### src/sv/bafl_div.sv
`timescale 1ns / 1ps
// bafl_div: pipelined restoring divider, one quotient bit per register stage.
// Depends on nothing; numerator must be below den << QB.
`default_nettype none

module bafl_div #(
   parameter int DW = 31,
   parameter int QB = 16,
   parameter int PW = 1
) (
   input  wire logic             clock,
   input  wire logic             reset,
   input  wire logic             en,
   input  wire logic             in_valid,
   input  wire logic [DW+QB-1:0] in_num,
   input  wire logic [DW-1:0]    in_den,
   input  wire logic [PW-1:0]    in_pay,
   output logic                  out_valid,
   output logic [DW-1:0]         out_rem,
   output logic [QB-1:0]         out_quo,
   output logic [PW-1:0]         out_pay
);

   localparam int W = DW + QB;

   logic          v_ff   [QB];
   logic [W-1:0]  rem_ff [QB];
   logic [DW-1:0] den_ff [QB];
   logic [QB-1:0] quo_ff [QB];
   logic [PW-1:0] pay_ff [QB];

   for (genvar s = 0; s < QB; s++) begin : g_stage
      localparam int J = QB - 1 - s;
      logic          v_cur;
      logic [W-1:0]  rem_cur;
      logic [DW-1:0] den_cur;
      logic [QB-1:0] quo_cur;
      logic [PW-1:0] pay_cur;
      logic [W-1:0]  trial;
      logic          take;
      logic [W-1:0]  rem_in;
      logic [QB-1:0] quo_in;

      if (s == 0) begin : g_first
         assign v_cur   = in_valid;
         assign rem_cur = in_num;
         assign den_cur = in_den;
         assign quo_cur = '0;
         assign pay_cur = in_pay;
      end else begin : g_next
         assign v_cur   = v_ff[s-1];
         assign rem_cur = rem_ff[s-1];
         assign den_cur = den_ff[s-1];
         assign quo_cur = quo_ff[s-1];
         assign pay_cur = pay_ff[s-1];
      end

      assign trial = W'(den_cur) << J;
      assign take  = rem_cur >= trial;

      always_comb begin
         rem_in    = take ? rem_cur - trial : rem_cur;
         quo_in    = quo_cur;
         quo_in[J] = take;
      end

      always_ff @(posedge clock) begin
         if (reset) begin
            v_ff[s] <= 1'b0;
         end else if (en) begin
            v_ff[s] <= v_cur;
         end
         if (en) begin
            rem_ff[s] <= rem_in;
            den_ff[s] <= den_cur;
            quo_ff[s] <= quo_in;
            pay_ff[s] <= pay_cur;
         end
      end
   end

   assign out_valid = v_ff[QB-1];
   assign out_rem   = rem_ff[QB-1][DW-1:0];
   assign out_quo   = quo_ff[QB-1];
   assign out_pay   = pay_ff[QB-1];

endmodule

`default_nettype wire

### config.mk
export PLATFORM = sky130hd
export DESIGN_NAME = bafl_div
export DESIGN_NICKNAME = d
export VERILOG_FILES = /design/src/sv/bafl_div.sv
export SDC_FILE = /design/constraint.sdc
export NUM_CORES = 2
export LEC_CHECK = 0
export BUFFER_PORTS_ARGS = -buffer_cell sky130_fd_sc_hd__buf_2
export CORE_MARGIN = 4
export CORE_UTILIZATION = 45
export DETAILED_ROUTE_END_ITERATION = 6
export GPL_ROUTABILITY_DRIVEN = 0
export GPL_TIMING_DRIVEN = 0
export PLACE_DENSITY = 0.65
export SYNTH_ARGS = -nofsm -noshare
export SYNTH_HDL_FRONTEND = slang
export SYNTH_SLANG_ARGS = --single-unit
export TNS_END_PERCENT = 5
### constraint.sdc
create_clock -name clock -period 3.55 [get_ports clock]
set_clock_uncertainty 0.15 [all_clocks]
set_input_delay 0.1775 -clock clock [delete_from_list [all_inputs] [get_ports clock]]
set_output_delay 0.1775 -clock clock [all_outputs]
set_load 0.02 [all_outputs]
==> impl_metrics.ini <==
[floorplanning]
dieArea_sq_mm = 0.1781
initial_core_util_pct = 45.43
core-area_sq_mm = 0.1698
dieHeight_microns = 422.1
fp-row-count = 151
die_x_microns = 422.1
ios = 132

[synthesis]
netlist.top_cell.by_area = edfxtp_1
synth_top_area_share_pct = 53.28
postSynth.asyncResetShare_pct = 0
synth_edf_count = 1369
syn_nets = 7655
synthCells = 7060
ys.flop_type = edfxtp_1
ys_types = 104
synth-seq-cells = 1369
synth_area_sq_mm = 0.07715
yosys_warnings = 0
synth_area_leaders = edfxtp_1 (53%), ha_1 (8.0%), a21oi_1 (3.9%)
ys_seq_area_share_pct = 53.28
syn_area_per_cell_sq_um = 10.93

[power]
sw_frac_of_total_pct = 36.59
p_sw_mw = 26.67
p_int_mw = 46.22
pwr-share-clk_pct = 21.4
ir_drop_mv = 0.5711
power_density_mw_per_mm2 = 794.6
power_mw = 72.89
cellLeakagePower_nw = 35.97
pwr-share-seq_pct = 35.3
pwr-share-comb_pct = 43.2

[timing]
period_minus_slack_ps = 3782
setup_viol = 188
min_period_over_period_pct = 106.5
worstMarginPinSlew_ps = 1191
fmax_ghz = 0.2644
setup_ws_ps = -231.8
slew_violations = 0
grt_setup_unrepaired = yes
final_hold_viol_count = 0
relSlewSlack_pct = 19.99

[final_layout]
finalNetCount = 8183
final_layout_size_suffix_gt1_share_pct = 14.21
final_common_cell = edfxtp_1
fin_cells = 9926
layout_common_cells = edfxtp_1 (1369), inv_1 (622), nand2_1 (579)
area_delta_synth_final_pct = 18.90
antenna_cells = 0

[drt]
drt-initial-drc-count = 3778
finalWirelength_mm = 184.5
viasPerCell = 5.575
drt_pass1_iterations = 6
drcViolationCount = 0
wl_per_cell_microns = 18.59
antenna_left = 0
vias = 55340

[status]
status = finished, violations left
violations = setup timing

[global_route]
met3_usage_pct = 2.586
antenna_found_initial = 3
met1_usage_pct = 18.22
gr-max-usage-layer = met2
grt-ovfl-total = 0
grtUsageMet2_pct = 39.42
grt_pass1_wl_mm = 286.4
grt_max_degree = 162
grtUsageTotal_pct = 19.99
grt_pass1_vias = 56272

[setup_path]
required_ps = 3920
cp_max_fo = 10
cp.arrival_ps = 4150
cp-end-kind = flop
start_kind = flop
worst-setup-path-type = reg -> reg

[clock_network]
clock-sinks = 1369
cts-buffers-inserted = 156
insertion_delay_ps = 770
cts_tree = yes
clock_path_buffers = 3
clk_pin_slew_ps = 60
htree_levels = 4
cts_root_buffer = clkbuf_16

[placement]
portBuffers = 131
place_inst = 9419
place_hpwl_mm = 134.6

[min_path]
min-delay-path-class = in -> reg

[job]
drv.max_cap_violation_count = 0
-- critical path, stage by stage (launching register included) --
cell and delay [ps]:
edfxtp_1 420, ha_1 330, nor2b_1 150, o31a_1 270, or4_4 520, a41oi_4 330
nor4_1 100, nor2_1 110, buf_4 140, a31oi_2 110, o21ai_2 180, buf_6 200
buf_12 160, mux2_2 340
-- repair_timing --
item | in CTS | in global routing
gates resized for setup | 473 | 394
setup endpoints to repair | 1021 | 609
hold endpoints to repair | 198 | 0
buffers inserted | 58 | 40
cloned | 9 | 1
pin swaps | 105 | 101
hold buffers | 138 | 0
-- synthesized netlist by cell type (all sizes together) (15+ instances only) --
cell     count
nand3      108
buf         60
fa          16
xnor2      277
o21ai      524
nor4b       17
nand2      601
o31ai       50
mux2        65
or2         22
nor4        70
and3        43
o21a        77
nor3b       15
xor2       250
a21oi      597
or4         21
o211ai      30
or3         40
nor2b       75
o21bai      63
inv        634
a211o       20
nand2b      69
edfxtp    1369
a21o       274
nor2       427
and2        42
nand4      103
a211oi      50
ha         496
a2111oi     26
nor3       115
a31oi       58
clkbuf     134
-- worst paths after layout --
path	depth (start not counted)	slack [ps]	start	endpoint
setup / recovery	13	-230	rem_ff[0][199]	rem_ff[0][249]
hold / removal	5	50	en	rem_ff[1][141]
setup reg to reg	13	-230	rem_ff[0][199]	rem_ff[0][249]
hold reg to reg	0	260	quo_ff[13][10]	quo_ff[14][10]
-- per-layer routing --
metal / vias to the layer above / routed length (microns)
met5: - / 0
met4: 0 / 16400
met3: 756 / 6399
met2: 1807 / 99460
met1: 25745 / 62220
li1: 27032 / -
-- power by group through the flow --
stage / registers [mW] / logic [mW] / clock network (mW)
floorplan: 25.3 / 21.5 / 0
global placement: 26.4 / 27.0 / 0
detailed placement: 25.8 / 27.8 / 0
CTS: 25.6 / 29.6 / 16.0
global route: 26.1 / 34.6 / 16.7
finish: 25.8 / 31.5 / 15.6
-- registers in the layout, summed over array words and instances, names as in the netlist --
| register | cells |
|---|---|
| pay_ff | 16 |
| den_ff | 465 |
| quo_ff | 136 |
| v_ff | 16 |
| rem_ff | 736 |
-- cell type report --
type,count,area (sq um)
Fill cell,13859,78110
Sequential cell,1369,41110
Multi-Input combinational cell,4862,35620
Clock buffer,191,4184
Timing Repair Buffer,386,3431
Tap cell,2218,2775
Inverter,635,2406
Buffer,178,1383
Clock inverter,87,824.5
-- metrics by stage --
stage / utilization (%) / worst slack [ps] / hold slack (ps) / setup TNS [ps] / instance area (sq um)
global placement: 47.45 / -18900 / 206.5 / - / 80590
CTS: 53.01 / -231.0 / 5.738 / -24940 / 90040
floorplan: - / 24.08 / 126.4 / 0 / 77160
finish: 54.01 / -231.8 / 52.67 / -13580 / 91740
global route: 54.01 / -340.6 / 42.01 / -45990 / 91740
detailed placement: 47.60 / -2217 / 206.3 / -1297340 / 80840
-- logic make-up (layout without fill, tap and decap cells) --
logic type	count (synthesis)	in the layout	synth area share [%]
flops	1369	1369	53.28
simple gates	1811	1811	11.29
compound gates	1939	1939	15.80
mux	73	73	1.052
buf+inv	829	1477	4.135
fa+ha+maj	512	512	8.459
xor+xnor	527	527	5.982
Power figures use the tool's default switching activity.
