**config.mk**
```make
export PLATFORM = sky130hd
export DESIGN_NAME = bafl_cordic
export DESIGN_NICKNAME = d
export VERILOG_FILES = /design/src/sv/bafl_pkg.sv /design/src/sv/bafl_cordic.sv
export SDC_FILE = /design/constraint.sdc
export NUM_CORES = 2
export LEC_CHECK = 0
export BUFFER_PORTS_ARGS = -buffer_cell sky130_fd_sc_hd__buf_4
export CAP_MARGIN = 20
export CELL_PAD_IN_SITES_DETAIL_PLACEMENT = 0
export CELL_PAD_IN_SITES_GLOBAL_PLACEMENT = 1
export CORE_MARGIN = 2
export CORE_UTILIZATION = 45
export CTS_BUF_LIST = sky130_fd_sc_hd__clkbuf_2 sky130_fd_sc_hd__clkbuf_4 sky130_fd_sc_hd__clkbuf_8
export DETAILED_ROUTE_END_ITERATION = 8
export PLACE_DENSITY_LB_ADDON = 0.1
export SLEW_MARGIN = 20
export SYNTH_ARGS = -nofsm -noshare
export SYNTH_HDL_FRONTEND = slang
export SYNTH_SLANG_ARGS = --single-unit
```
**constraint.sdc**
```tcl
create_clock -name clock -period 5.55 [get_ports clock]
set_input_delay 0.555 -clock clock [delete_from_list [all_inputs] [get_ports clock]]
set_output_delay 0.555 -clock clock [all_outputs]
set_load 0.03 [all_outputs]
```
**src/sv/bafl_pkg.sv**
```systemverilog
`timescale 1ns / 1ps
// bafl_pkg: shared constants, widths and tables for the amplitude-from-lift block.
// No dependencies.
`default_nettype none

package bafl_pkg;

   // Parameter defaults
   localparam int POSITION_BITS_DEF   = 32;
   localparam int CORDIC_STAGES_DEF   = 16;
   localparam int ANGLE_FRAC_BITS_DEF = 8;

   // Register widths and reset values
   localparam int SR_W   = 18;
   localparam int BPH_W  = 17;
   localparam int LIFT_W = 15;
   localparam int CSR_W  = 18;
   localparam int IDX_W  = 2;
   localparam logic [SR_W-1:0]   SAMPLE_RATE_RST    = 18'd48000;
   localparam logic [BPH_W-1:0]  BEATS_PER_HOUR_RST = 17'd28800;
   localparam logic [LIFT_W-1:0] LIFT_ANGLE_RST     = 15'd13312;

   // Register indexes
   localparam logic [IDX_W-1:0] REG_SAMPLE_RATE    = 2'd0;
   localparam logic [IDX_W-1:0] REG_BEATS_PER_HOUR = 2'd1;
   localparam logic [IDX_W-1:0] REG_LIFT_ANGLE     = 2'd2;

   // Status codes
   localparam int STATUS_W = 2;
   localparam logic [STATUS_W-1:0] ST_OK    = 2'd0;
   localparam logic [STATUS_W-1:0] ST_DEGEN = 2'd1;
   localparam logic [STATUS_W-1:0] ST_RANGE = 2'd2;

   localparam int AMP_W = 17;

   // Turn denominator: 7200 * sample rate fits 31 bits
   localparam int DEN_W = 31;
   localparam logic [DEN_W-1:0] BEAT_DIV = 31'd7200;

   // Phase: 32-bit fraction of a turn
   localparam int PHASE_W = 32;

   // CORDIC datapath, x/y in Q30, angle in 2^-32 turn
   localparam int CW = 34;
   localparam logic signed [CW-1:0] CORDIC_GAIN_Q30 = 34'sd652032874;
   localparam logic signed [CW-1:0] TURN_HALF       = 34'sd2147483648;
   localparam logic signed [CW-1:0] TURN_QUARTER    = 34'sd1073741824;
   localparam int ATAN_W = 30;
   localparam int ATAN_N = 24;
   localparam logic [ATAN_W-1:0] ATAN_TURN [0:ATAN_N-1] = '{
      30'd536870912, 30'd316933406, 30'd167458907, 30'd85004756, 30'd42667331,
      30'd21354465, 30'd10680862, 30'd5340245, 30'd2670163, 30'd1335087,
      30'd667544, 30'd333772, 30'd166886, 30'd83443, 30'd41721, 30'd20860,
      30'd10430, 30'd5215, 30'd2607, 30'd1303, 30'd651, 30'd325, 30'd162, 30'd81
   };

   // Amplitude quotient: 360 degrees needs 9 integer bits
   localparam int DEG_BITS = 9;
   localparam int DEG_FULL = 360;

endpackage

`default_nettype wire

```
**src/sv/bafl_cordic.sv**
```systemverilog
`timescale 1ns / 1ps
// bafl_cordic: rotation-mode CORDIC sine, one micro-rotation per register stage.
// Depends on bafl_pkg (gain, arctangent table, datapath width).
`default_nettype none

module bafl_cordic #(
   parameter int STAGES = 16,
   parameter int PW     = 1
) (
   input  wire logic                            clock,
   input  wire logic                            reset,
   input  wire logic                            en,
   input  wire logic                            in_valid,
   input  wire logic signed [bafl_pkg::CW-1:0]  in_theta,
   input  wire logic [PW-1:0]                   in_pay,
   output logic                                 out_valid,
   output logic signed [bafl_pkg::CW-1:0]       out_sine,
   output logic [PW-1:0]                        out_pay
);

   logic                           v_ff   [STAGES];
   logic signed [bafl_pkg::CW-1:0] x_ff   [STAGES];
   logic signed [bafl_pkg::CW-1:0] y_ff   [STAGES];
   logic signed [bafl_pkg::CW-1:0] z_ff   [STAGES];
   logic [PW-1:0]                  pay_ff [STAGES];

   for (genvar i = 0; i < STAGES; i++) begin : g_stage
      logic                           v_cur;
      logic signed [bafl_pkg::CW-1:0] x_cur, y_cur, z_cur;
      logic [PW-1:0]                  pay_cur;
      logic signed [bafl_pkg::CW-1:0] dx, dy, at;
      logic signed [bafl_pkg::CW-1:0] x_in, y_in, z_in;

      if (i == 0) begin : g_first
         assign v_cur   = in_valid;
         assign x_cur   = bafl_pkg::CORDIC_GAIN_Q30;
         assign y_cur   = '0;
         assign z_cur   = in_theta;
         assign pay_cur = in_pay;
      end else begin : g_next
         assign v_cur   = v_ff[i-1];
         assign x_cur   = x_ff[i-1];
         assign y_cur   = y_ff[i-1];
         assign z_cur   = z_ff[i-1];
         assign pay_cur = pay_ff[i-1];
      end

      assign dx = y_cur >>> i;
      assign dy = x_cur >>> i;
      assign at = signed'(bafl_pkg::CW'(bafl_pkg::ATAN_TURN[i]));

      always_comb begin
         if (!z_cur[bafl_pkg::CW-1]) begin
            x_in = x_cur - dx;
            y_in = y_cur + dy;
            z_in = z_cur - at;
         end else begin
            x_in = x_cur + dx;
            y_in = y_cur - dy;
            z_in = z_cur + at;
         end
      end

      always_ff @(posedge clock) begin
         if (reset) begin
            v_ff[i] <= 1'b0;
         end else if (en) begin
            v_ff[i] <= v_cur;
         end
         if (en) begin
            x_ff[i]   <= x_in;
            y_ff[i]   <= y_in;
            z_ff[i]   <= z_in;
            pay_ff[i] <= pay_cur;
         end
      end
   end

   assign out_valid = v_ff[STAGES-1];
   assign out_sine  = y_ff[STAGES-1];
   assign out_pay   = pay_ff[STAGES-1];

endmodule

`default_nettype wire

```
==> impl_results.md <==
- RSZ-0062 raised after global routing: no
- Commonest cells in the netlist: edfxtp_1, a21oi_1, ha_1, xnor2_1, nor2_1
- Die Width: 521 microns
- Final Critical Period: 5.12 ns
- Largest net degree at the start of global routing: 176
- CP Class: register to register
- DR iter-0 viols: 6,753
- Synthesized area per cell: 9.70 sq um
- Cell count after synthesis: 12,397
- Setup TNS: 0 ns
- Final wirelength: 330 mm
- Worst slew pin tran: 1.21 ns
- Die height: 521 microns
- Sequential fraction of the synthesis area: 0.363
- Clock Latency Late Sink: 1.01 ns
- Max-slew violations: 0
- Vias: 94,262
- WP data required: 6.28 ns
- Yosys top cell area share: 0.363
- Dominant cells by area after synthesis: edfxtp_1, ha_1, xnor2_1, a21oi_1, xor2_1
- Post-synth EDFFs: 1,455
- Initial antenna violation count: 4
- Num CTS Buffers: 285
- GPL Wtd Cong: 0.901
- Class of the worst hold path: input port to register
- Startpoint Class: register
- Layout area overhead: 10.1%
- Layout cells sized above 1: 0.0661
- Top Ports: 75
- First-pass GRT wire length: 518 mm
- Synthesized area: 120,000 sq um
- Via density: 5.69
- Aggregate global routing overflow: 0
- Core Region: 266,000 sq um
- Pre-Repair DR Iteration Count: 6
- Crit path DAT: 5.85 ns
- Routed Antenna Nets: 0
- Max_slew headroom: 0.184
- Final setup viols: 0
- I/O Buffers: 74
- Most frequent cell after synthesis: edfxtp_1
- #FFs+latches synth: 1,455
- Vias in the first global route: 91,733
- # nets final: 14,262
- Yosys cell types: 92
- Worst clock skew: 0.0561 ns
- Prevailing post-synth register cell: edfxtp_1
- Final Hold Vio Count: 0
- Row cnt: 189
- HPWL Detailed: 261 mm
- Syn_nets: 13,843
- Synth warn: 0
- Max-cap violations: 0
- Fin crit share: 0.923
- Clock slew at reported path FFs: 0.06 ns
- CP Capture Type: register
- Die area: 271,000 sq um
- Max Freq: 0.195 GHz
- Sink Count: 1,455
- Initial Utilization: 0.453
- Root buf cell: clkbuf_8
- Post-synthesis cell type with the largest combined area: edfxtp_1
- Post-synth ARST share: 0
- Worst-case clock buffer depth: 4
- DRC viols: 0
- H-tree levels: 5
- WL per Instance: 19.9 microns
- CTS tree: built
- GR Util All Layers: 0.238
- Outcome: finished, final reports clean
- Maximum fanout along the worst path: 6
## metal layers
layer  global-route usage  share of wire  vias up
li1                     -              -    46925
met1                0.336           0.48    44892
met2                0.387           0.45     2018
met3               0.0268          0.045      427
met4               0.0576          0.023        0
met5                    0              0        -
## what timing repair did
action | in CTS | in global routing
setup buffers | 0 | 0
hold buffers | 37 | 0
endpoints found under the setup margin | 0 | 8
resized for setup | 0 | 9
hold endpoints to repair | 45 | 0
## cell families (layout without fill, tap and decap cells)
group           Yosys count  count (layout)  synth area share
flops                  1455            1455             0.363
compound gates         3745            3745             0.197
other cells               0               9                 0
xor+xnor               1784            1784             0.130
buf+inv                 729            1363            0.0229
simple gates           3155            3155             0.127
mux                     122             122            0.0106
fa+ha+maj              1407            1407             0.149
## path summary, 6_finish.rpt
kind / start / to / slack (ns) / cells past startpoint
min reg2reg: z_ff[1][102] / z_ff[1][136] / 0.41 / 0
max reg2reg: x_ff[0][179] / y_ff[0][235] / 0.43 / 20
min: reset / v_ff[1][3] / 0.18 / 3
max: x_ff[0][179] / y_ff[0][235] / 0.43 / 20
## worst max-delay path, stage by stage, from the launching register on
cell and delay, ns:
edfxtp_1 0.51, nor3_1 0.37, nand2_1 0.13, nor4b_1 0.34, buf_4 0.20, and2_1 0.22, a21oi_1 0.11, xnor2_1 0.15
ha_1 0.37, and3_1 0.21, a31oi_1 0.16, o21ai_0 0.14, nor3_1 0.31, buf_4 0.20, nand2b_1 0.14, a31oi_1 0.11
o21ai_0 0.37, a21oi_1 0.17, or2_2 0.32, a21boi_0 0.24, xnor2_1 0.09
## layout make-up
class	instances	area, sq um
inverter	564	2120
clock inverter	143	1280
antenna	9	22.5
sequential	1455	43700
timing repair buffer	297	2500
tap	3533	4420
clock buffer	359	4520
multi-input combinational	10213	73800
fill	24805	133000
## placed cells by master (no fill, tap or decap), drive strengths merged, types with 36 or more instances in the layout
master,count
and3,123
a21o,606
clkbuf,359
or2,46
o211ai,44
fa,42
dlygate4sd3,37
o41ai,48
nand3,217
nor2b,194
xnor2,1166
o21a,226
a211oi,91
mux2i,80
nand2,554
nor4,68
nor3,326
edfxtp,1455
or3,65
xor2,617
clkinv,106
nand2b,190
inv,569
a21oi,1400
ha,1365
a31oi,146
mux2,42
and2,72
nand4,87
nor2,1067
buf,260
o21bai,185
o21ai,565
nor3b,36
o31a,44
## state kept, by name, indices dropped and copies added, names as in the netlist
name	cells
pay_ff	16
v_ff	16
x_ff	435
y_ff	511
z_ff	477
## per-stage QoR
| step | utilization | worst slack (ns) | area [sq um] | hold WS [ns] | std cells |
|---|---|---|---|---|---|
| floorplan | - | 0.846 | 120000 | 0.400 | 12397 |
| global placement | 0.475 | 0.245 | 126000 | 0.401 | 16025 |
| detailed placement | 0.475 | 0.316 | 126000 | 0.405 | 16025 |
| CTS | 0.498 | 0.315 | 132000 | 0.0510 | 16564 |
| global route | 0.499 | 0.00965 | 132000 | 0.109 | 16572 |
| finish | 0.499 | 0.427 | 132000 | 0.175 | 16573 |
Power is not shown: default switching activity piles up to over one toggle a cycle in this logic, so the estimate is an artifact.
